$ cat src/hdl/cbor_pkg.sv
`timescale 1ns / 1ps

package cbor_pkg;

    localparam int unsigned CFG_W     = 8;
    localparam int unsigned CFG_IDX_W = 2;
    localparam int unsigned TIMER_W   = 8;
    localparam int unsigned RETRY_W   = 8;

    localparam logic [CFG_W-1:0] RECOVERY_DELAY_RST = 8'd100;
    localparam logic [CFG_W-1:0] FAIL_THRESHOLD_RST = 8'd2;

    localparam logic [CFG_IDX_W-1:0] CFG_RECOVERY_DELAY = 2'd0;
    localparam logic [CFG_IDX_W-1:0] CFG_FAIL_THRESHOLD = 2'd1;

    // event kind carried on tuser; the fourth code is unused
    typedef enum logic [1:0] {
        OP_TICK   = 2'd0,
        OP_STEP   = 2'd1,
        OP_TXDONE = 2'd2
    } t_op;

    typedef enum logic [1:0] {
        PH_IDLE   = 2'd0,
        PH_REINIT = 2'd1,
        PH_WAIT   = 2'd2,
        PH_CHECK  = 2'd3
    } t_phase;

    localparam logic [1:0] NM_NONE    = 2'd0;
    localparam logic [1:0] NM_ENTERED = 2'd1;
    localparam logic [1:0] NM_CLEARED = 2'd2;

    localparam logic [1:0] DTC_NONE = 2'd0;
    localparam logic [1:0] DTC_PASS = 2'd1;
    localparam logic [1:0] DTC_FAIL = 2'd2;

    typedef struct packed {
        logic       tx_blocked;
        logic       bus_off_status;
        logic       recovery_start;
        logic       abort_and_release;
        logic [1:0] dtc_event;
        logic [1:0] nm_event;
    } t_result;

endpackage

$ cat src/hdl/can_bus_off_recovery.sv
`timescale 1ns / 1ps

// channel  | handshake                  | payload
// ---------+----------------------------+---------------------------------------------
// in       | s_axis_tvalid/s_axis_tready| tuser[1:0] operation, tdata[0] bus_off_hold
// out      | m_axis_tvalid/m_axis_tready| tdata nm_event..tx_blocked (one result/item)
// config   | i_cfg_we                   | i_cfg_idx, i_cfg_data
//
// One item per clock sustained while the output is not stalled; each item
// waits in the input register, then its state update and result are taken
// into the output register in the same edge.
// The state update is a single pass of compares and an 8-bit increment.
// Synchronous active-low reset clears state and both stages.
// A stalled output holds its result; the input stage still moves up when
// the output register is being emptied in the same cycle.

module can_bus_off_recovery (
    input  logic                           i_clk,
    input  logic                           i_rst_n,
    input  logic                           s_axis_tvalid,
    output logic                           s_axis_tready,
    input  logic [7:0]                     s_axis_tdata,  // [0] bus_off_hold, rest zero
    input  logic [1:0]                     s_axis_tuser,  // [1:0] operation
    output logic                           m_axis_tvalid,
    input  logic                           m_axis_tready,
    // [1:0] nm_event, [3:2] dtc_event, [4] abort_and_release,
    // [5] recovery_start, [6] bus_off_status, [7] tx_blocked
    output logic [7:0]                     m_axis_tdata,
    input  logic                           i_cfg_we,
    input  logic [cbor_pkg::CFG_IDX_W-1:0] i_cfg_idx,
    input  logic [cbor_pkg::CFG_W-1:0]     i_cfg_data
);
    import cbor_pkg::*;

    logic       r_in_valid;
    logic [1:0] r_in_op;
    logic       r_in_hold;
    logic       r_out_valid;
    t_result    r_out;
    t_result    w_res;
    logic       w_fire;

    // the input stage drains whenever the output register is free or emptying
    assign w_fire        = r_in_valid && (!r_out_valid || m_axis_tready);
    assign s_axis_tready = !r_in_valid || w_fire;

    always_ff @(posedge i_clk) begin
        if (!i_rst_n) begin
            r_in_valid <= 1'b0;
        end else if (s_axis_tready) begin
            r_in_valid <= s_axis_tvalid;
        end
    end

    always_ff @(posedge i_clk) begin
        if (s_axis_tready && s_axis_tvalid) begin
            r_in_op   <= s_axis_tuser;
            r_in_hold <= s_axis_tdata[0];
        end
    end

    cbor_core u_core (
        .i_clk      (i_clk),
        .i_rst_n    (i_rst_n),
        .i_cfg_we   (i_cfg_we),
        .i_cfg_idx  (i_cfg_idx),
        .i_cfg_data (i_cfg_data),
        .i_fire     (w_fire),
        .i_op       (r_in_op),
        .i_hold     (r_in_hold),
        .o_res      (w_res)
    );

    always_ff @(posedge i_clk) begin
        if (!i_rst_n) begin
            r_out_valid <= 1'b0;
        end else if (w_fire) begin
            r_out_valid <= 1'b1;
        end else if (m_axis_tready) begin
            r_out_valid <= 1'b0;
        end
    end

    always_ff @(posedge i_clk) begin
        if (w_fire) begin
            r_out <= w_res;
        end
    end

    assign m_axis_tvalid = r_out_valid;
    assign m_axis_tdata  = {r_out.tx_blocked, r_out.bus_off_status, r_out.recovery_start,
                            r_out.abort_and_release, r_out.dtc_event, r_out.nm_event};

endmodule

$ cat src/hdl/cbor_core.sv
`timescale 1ns / 1ps

module cbor_core (
    input  logic                          i_clk,
    input  logic                          i_rst_n,
    input  logic                          i_cfg_we,
    input  logic [cbor_pkg::CFG_IDX_W-1:0] i_cfg_idx,
    input  logic [cbor_pkg::CFG_W-1:0]     i_cfg_data,
    input  logic                          i_fire,
    input  logic [1:0]                    i_op,
    input  logic                          i_hold,
    output cbor_pkg::t_result             o_res
);
    import cbor_pkg::*;

    logic [CFG_W-1:0]   r_recovery_delay;
    logic [CFG_W-1:0]   r_fail_threshold;
    t_phase             r_phase, n_phase;
    logic [TIMER_W-1:0] r_timer, n_timer;
    logic [RETRY_W-1:0] r_retry, n_retry;
    logic               r_tx_done, n_tx_done;
    logic               w_check_ok;
    logic [RETRY_W-1:0] w_retry_inc;
    t_result            w_res;

    always_ff @(posedge i_clk) begin
        if (!i_rst_n) begin
            r_recovery_delay <= RECOVERY_DELAY_RST;
            r_fail_threshold <= FAIL_THRESHOLD_RST;
        end else if (i_cfg_we) begin
            unique case (i_cfg_idx)
                CFG_RECOVERY_DELAY: r_recovery_delay <= i_cfg_data;
                CFG_FAIL_THRESHOLD: r_fail_threshold <= i_cfg_data;
                default: ;
            endcase
        end
    end

    assign w_check_ok  = !i_hold && r_tx_done;
    assign w_retry_inc = (r_retry == {RETRY_W{1'b1}}) ? r_retry : r_retry + 1'b1;

    // next phase
    always_comb begin
        n_phase = r_phase;
        if (i_op == OP_STEP) begin
            unique case (r_phase)
                PH_IDLE:   if (i_hold) n_phase = PH_REINIT;
                PH_REINIT: n_phase = PH_WAIT;
                PH_WAIT:   if (r_timer == '0) n_phase = PH_CHECK;
                PH_CHECK:  n_phase = w_check_ok ? PH_IDLE : PH_REINIT;
                default:   n_phase = r_phase;
            endcase
        end
    end

    // datapath updates and result strobes
    always_comb begin
        n_timer   = r_timer;
        n_retry   = r_retry;
        n_tx_done = r_tx_done;
        w_res     = '0;
        case (i_op)
            OP_TICK: begin
                if (r_timer != '0) n_timer = r_timer - 1'b1;
            end
            OP_TXDONE: begin
                n_tx_done = 1'b1;
            end
            OP_STEP: begin
                unique case (r_phase)
                    PH_IDLE: begin
                        if (i_hold) begin
                            w_res.nm_event = NM_ENTERED;
                            n_retry        = '0;
                            n_tx_done      = 1'b0;
                        end else begin
                            w_res.dtc_event = DTC_PASS;
                        end
                    end
                    PH_REINIT: begin
                        w_res.abort_and_release = 1'b1;
                        n_timer                 = r_recovery_delay;
                    end
                    PH_WAIT: begin
                        if (r_timer == '0) w_res.recovery_start = 1'b1;
                    end
                    PH_CHECK: begin
                        if (w_check_ok) begin
                            w_res.nm_event = NM_CLEARED;
                        end else begin
                            n_retry   = w_retry_inc;
                            n_tx_done = 1'b0;
                            if (w_retry_inc >= r_fail_threshold) w_res.dtc_event = DTC_FAIL;
                        end
                    end
                    default: ;
                endcase
            end
            default: ;
        endcase
        w_res.bus_off_status = !(n_phase == PH_IDLE && !i_hold);
        w_res.tx_blocked     = (n_timer != '0);
    end

    always_ff @(posedge i_clk) begin
        if (!i_rst_n) begin
            r_phase   <= PH_IDLE;
            r_timer   <= '0;
            r_retry   <= '0;
            r_tx_done <= 1'b0;
        end else if (i_fire) begin
            r_phase   <= n_phase;
            r_timer   <= n_timer;
            r_retry   <= n_retry;
            r_tx_done <= n_tx_done;
        end
    end

    assign o_res = w_res;

    a_tick_counts_down: assert property (@(posedge i_clk) disable iff (!i_rst_n)
        i_fire && i_op == OP_TICK && r_timer != '0 |=> r_timer == $past(r_timer) - 1'b1)
        else $error("delay timer did not count down on tick");

    a_retry_monotonic: assert property (@(posedge i_clk) disable iff (!i_rst_n)
        i_fire && r_phase != PH_IDLE |=> r_retry >= $past(r_retry))
        else $error("retry count decreased outside idle");

    a_start_after_delay: assert property (@(posedge i_clk) disable iff (!i_rst_n)
        w_res.recovery_start |-> r_phase == PH_WAIT && r_timer == '0)
        else $error("recovery start before delay expired");

    a_release_loads_timer: assert property (@(posedge i_clk) disable iff (!i_rst_n)
        i_fire && w_res.abort_and_release |=>
            r_phase == PH_WAIT && r_timer == $past(r_recovery_delay))
        else $error("release did not load the delay timer");

    a_fail_needs_check: assert property (@(posedge i_clk) disable iff (!i_rst_n)
        w_res.dtc_event == DTC_FAIL |-> r_phase == PH_CHECK && n_phase == PH_REINIT)
        else $error("fail report outside a failed recovery check");

endmodule
$ cat config.mk
export PLATFORM = sky130hd
export DESIGN_NAME = can_bus_off_recovery
export DESIGN_NICKNAME = d
export VERILOG_FILES = /design/src/hdl/cbor_pkg.sv /design/src/hdl/can_bus_off_recovery.sv /design/src/hdl/cbor_core.sv
export SDC_FILE = /design/constraint.sdc
export NUM_CORES = 1
export LEC_CHECK = 0
export BUFFER_PORTS_ARGS = -buffer_cell sky130_fd_sc_hd__buf_2
export CELL_PAD_IN_SITES_DETAIL_PLACEMENT = 1
export CELL_PAD_IN_SITES_GLOBAL_PLACEMENT = 1
export CORE_MARGIN = 4
export CORE_UTILIZATION = 28
export CTS_CLUSTER_SIZE = 12
export DETAILED_ROUTE_END_ITERATION = 10
export PLACE_DENSITY = 0.53
export SETUP_SLACK_MARGIN = 0.4
export SLEW_MARGIN = 20
export SYNTH_ARGS = -nofsm -noshare
export SYNTH_HDL_FRONTEND = slang
export SYNTH_SLANG_ARGS = --single-unit
$ cat constraint.sdc
create_clock -name i_clk -period 4.9 [get_ports i_clk]
set_clock_uncertainty 0.2 [all_clocks]
set_input_delay 0.49 -clock i_clk [delete_from_list [all_inputs] [get_ports i_clk]]
set_output_delay 0.49 -clock i_clk [all_outputs]
set_load 0.01 [all_outputs]
==> summary.md <==
| Metric | Value |
|---|---|
| Final setup fails | `0` |
| Critical Path End Type | `flop` |
| Area Growth Syn to Fin | `13.1%` |
| PD cells | `262 mW/mm2` |
| N_diodes | `0` |
| Die span in y | `107 um` |
| Final Cycle Share | `64.2%` |
| GRT busiest layer | `met2` |
| Crit path cell chain | `ha_1 > nand4_1 > nor2_1 > mux2_2 > ha_1 > a21o_1 > a211oi_1 > o21ai_0 > and3_1` |
| Worst hold path type | `input pin to flop` |
| I/O pin cnt | `35` |
| Max Fanout on Critical Path | `7` |
| Crit Path Class | `flop to flop` |
| Final hold vios | `0` |
| Fin. max-slew vios | `0` |
| Final core utilization | `32.9%` |
| Starting Density | `29.1%` |
| DR WL/cell | `15.9 um` |
| Slowest CP cell | `nor2_1` |
| Initial antenna violation count | `0` |
| GRT Overall Usage | `13.4%` |
| DIE WIDTH | `107 um` |
| R2r setup slk | `1.76 ns` |
| Global-route wire length before repair | `12.3 mm` |
| DRT iter0 DRCs | `89` |
| Setup TNS | `0 ns` |
| Crit path DAT | `3.00 ns` |
| Fmax | `318 MHz` |
| Synth cell types | `52` |
| Max-Cap Viols | `0` |
| # rows | `35` |
| Syn Area/Cell | `8.77 um2` |
| Crit start category | `flop` |
| Mapped Cells | `311` |
| Htree depth | `2` |
| Max rail drop VDD | `0.000101 V` |
| Minimum clock period | `3.14 ns` |
| Gr ovfl total | `0` |
| Share of layout cells above drive strength 1 | `13.7%` |
| Hold Buf Count CTS | `0` |
| Clock tree from TritonCTS | `done` |
| Clock buffer depth | `2` |
| Cell taking the most area after synthesis | `dfxtp_1` |
| Synth top area cells | `dfxtp_1, edfxtp_1, ha_1` |
| Register bit count reported by yosys | `48` |
| Nets@finish | `377` |
| Synth top area share | `27.2%` |
| Crit path buffers/inverters | `0` |
| Detailed Route WL | `7.37 mm` |
| CP dominant cell by count | `ha_1` |
| I/O Buffers | `27` |
| Max-Slew Margin vs Limit | `39.6%` |
| Leak | `0.00120 uW` |
| Sequential-to-total area share from yosys stat | `39.3%` |
| Post-Synthesis Cell Area | `0.00273 mm2` |
| Hpwl dp | `5.39 mm` |
| Post-CTS setup buffers | `0` |
| Worst slew pin tran | `0.901 ns` |
| DRT Pass-1 Iters | `4` |
| Cell with the most instances after synthesis | `dfxtp_1` |
| CP max stage delay | `0.45 ns` |
| RSZ-0062 raised after global routing | `no` |
| Drt drc | `0` |
| Met1 Track Usage GR | `18.3%` |
| Vias/cell | `4.93` |
| Clk sinks | `48` |
| CP required | `4.75 ns` |
| Largest net degree at the start of global routing | `27` |
| Post-synth EDFFs | `11` |
| Synth top cells by count | `dfxtp_1, nor2_1, a21oi_1` |
| Most used flip-flop cell after synthesis | `dfxtp_1` |
| Yosys warns | `0` |
| Die area | `0.0114 mm2` |
| CORE AREA | `0.00937 mm2` |
| Detailed-route via count | `2286` |
| Fill cells | `1134` |
| Clock Latency Late Sink | `0.30 ns` |
| Async SR Flop Fraction | `0%` |
| ANT nets after route | `0` |
| CTS Root Cell | `clkbuf_8` |
| Crit path max-delay family | `simple AND/OR/NAND/NOR gates` |
| Syn nets | `354` |
| Met3 usage | `2.29%` |
| Final Wtd Congestion | `0.750` |
| CTS buffer count | `5` |
| Post-CTS Resized | `0` |
| M2 GR Usage | `22.0%` |
| Status | `finished clean` |
| Clock slew at reported path FFs | `0.09 ns` |
| Number of global-route vias before repair | `2407` |
==> final cells by class <==
cell class              instances  area (um2)  area share (%)
clock inverters                 1        5.00           0.162
inverters                      21        78.8            2.55
well taps                     129         161            5.23
repair buffers                 28         143            4.62
multi-input cells             230        1530            49.6
flip-flops and latches         48        1070            34.7
clock buffers                   7        97.6            3.16
==> sequential cells by signal (all words and copies together), names as in the netlist <==
signal	flops
m_axis_tdata	8
u_core.r_fail_threshold	8
u_core.r_recovery_delay	8
u_core.r_retry	8
u_core.r_timer	8
r_in_op	2
u_core.r_phase	2
m_axis_tvalid	1
r_in_hold	1
r_in_valid	1
u_core.r_tx_done	1
==> worst reg2reg max path, delay by kind of cell (launching register included) <==
family | cells | cell delay, ns
AND/OR/NAND/NOR | 3 | 0.82
adder cells (fa/ha/maj) | 2 | 0.55
AO/OA/AOI/OAI | 3 | 0.51
flip-flops | 1 | 0.42
multiplexers | 1 | 0.40
==> stage by stage <==
stage                     hold slack (ns)  std cells  setup WS, ns  instance area, um2  power, uW
after global routing                0.143        464          1.51                3090        853
after detailed placement            0.280        456          1.74                2980        549
final                               0.160        464          1.76                3090        809
after floorplan                     0.236        311          2.21                2730        512
after CTS                           0.151        464          1.74                3090        825
after global placement              0.271        456          1.81                2980        548
==> path summary, 6_finish.rpt <==
kind | startpoint | endpoint | cells after the start
setup / recovery | u_core.r_retry[0] | m_axis_tdata[3] | 9
hold / removal | s_axis_tuser[0] | r_in_op[0] | 1
setup reg to reg | u_core.r_retry[0] | m_axis_tdata[3] | 9
hold reg to reg | u_core.r_recovery_delay[5] | u_core.r_recovery_delay[5] | 2
==> where the power goes <==
part	total (uW)	switching (uW)	internal (uW)
clock network	271	139	131
logic	107	64.2	42.8
registers	431	12.5	419
total	809	216	593
==> cells by family after synthesis <==
family,share of synthesized area (%)
AND/OR/NAND/NOR,22.2
AO/OA/AOI/OAI,16.9
flip-flops,39.3
buffers and inverters,4.68
multiplexers,8.03
adder cells (fa/ha/maj),8.26
XOR/XNOR,0.642
==> layout by cell type, fill, tap and decap left out, types with 2 or more instances in the layout <==
cell and instances:
a211oi_1 2, a21o_1 2, a21oi_1 27, a22oi_1 6
and2_1 2, and3_1 3, buf_2 27, clkbuf_8 5
dfxtp_1 37, edfxtp_1 11, ha_1 18, inv_1 20
mux2_2 3, mux2i_1 17, nand2_1 25, nand2b_1 9
nand3_1 10, nand3b_1 5, nand4_1 4, nor2_1 29
nor2b_1 5, nor3_1 6, nor3b_1 2, nor4_1 4
nor4b_1 2, o211ai_1 2, o21a_1 6, o21ai_0 14
o21bai_1 3, o22ai_1 2, o31ai_1 2, xor2_1 2
==> metal layers <==
metal | routed length (um) | share of wire [%]
met2 | 3370 | 46
met1 | 3730 | 51
met4 | 103 | 1.4
met3 | 163 | 2.2
met5 | 0 | 0
Power figures use the tool's default switching activity.
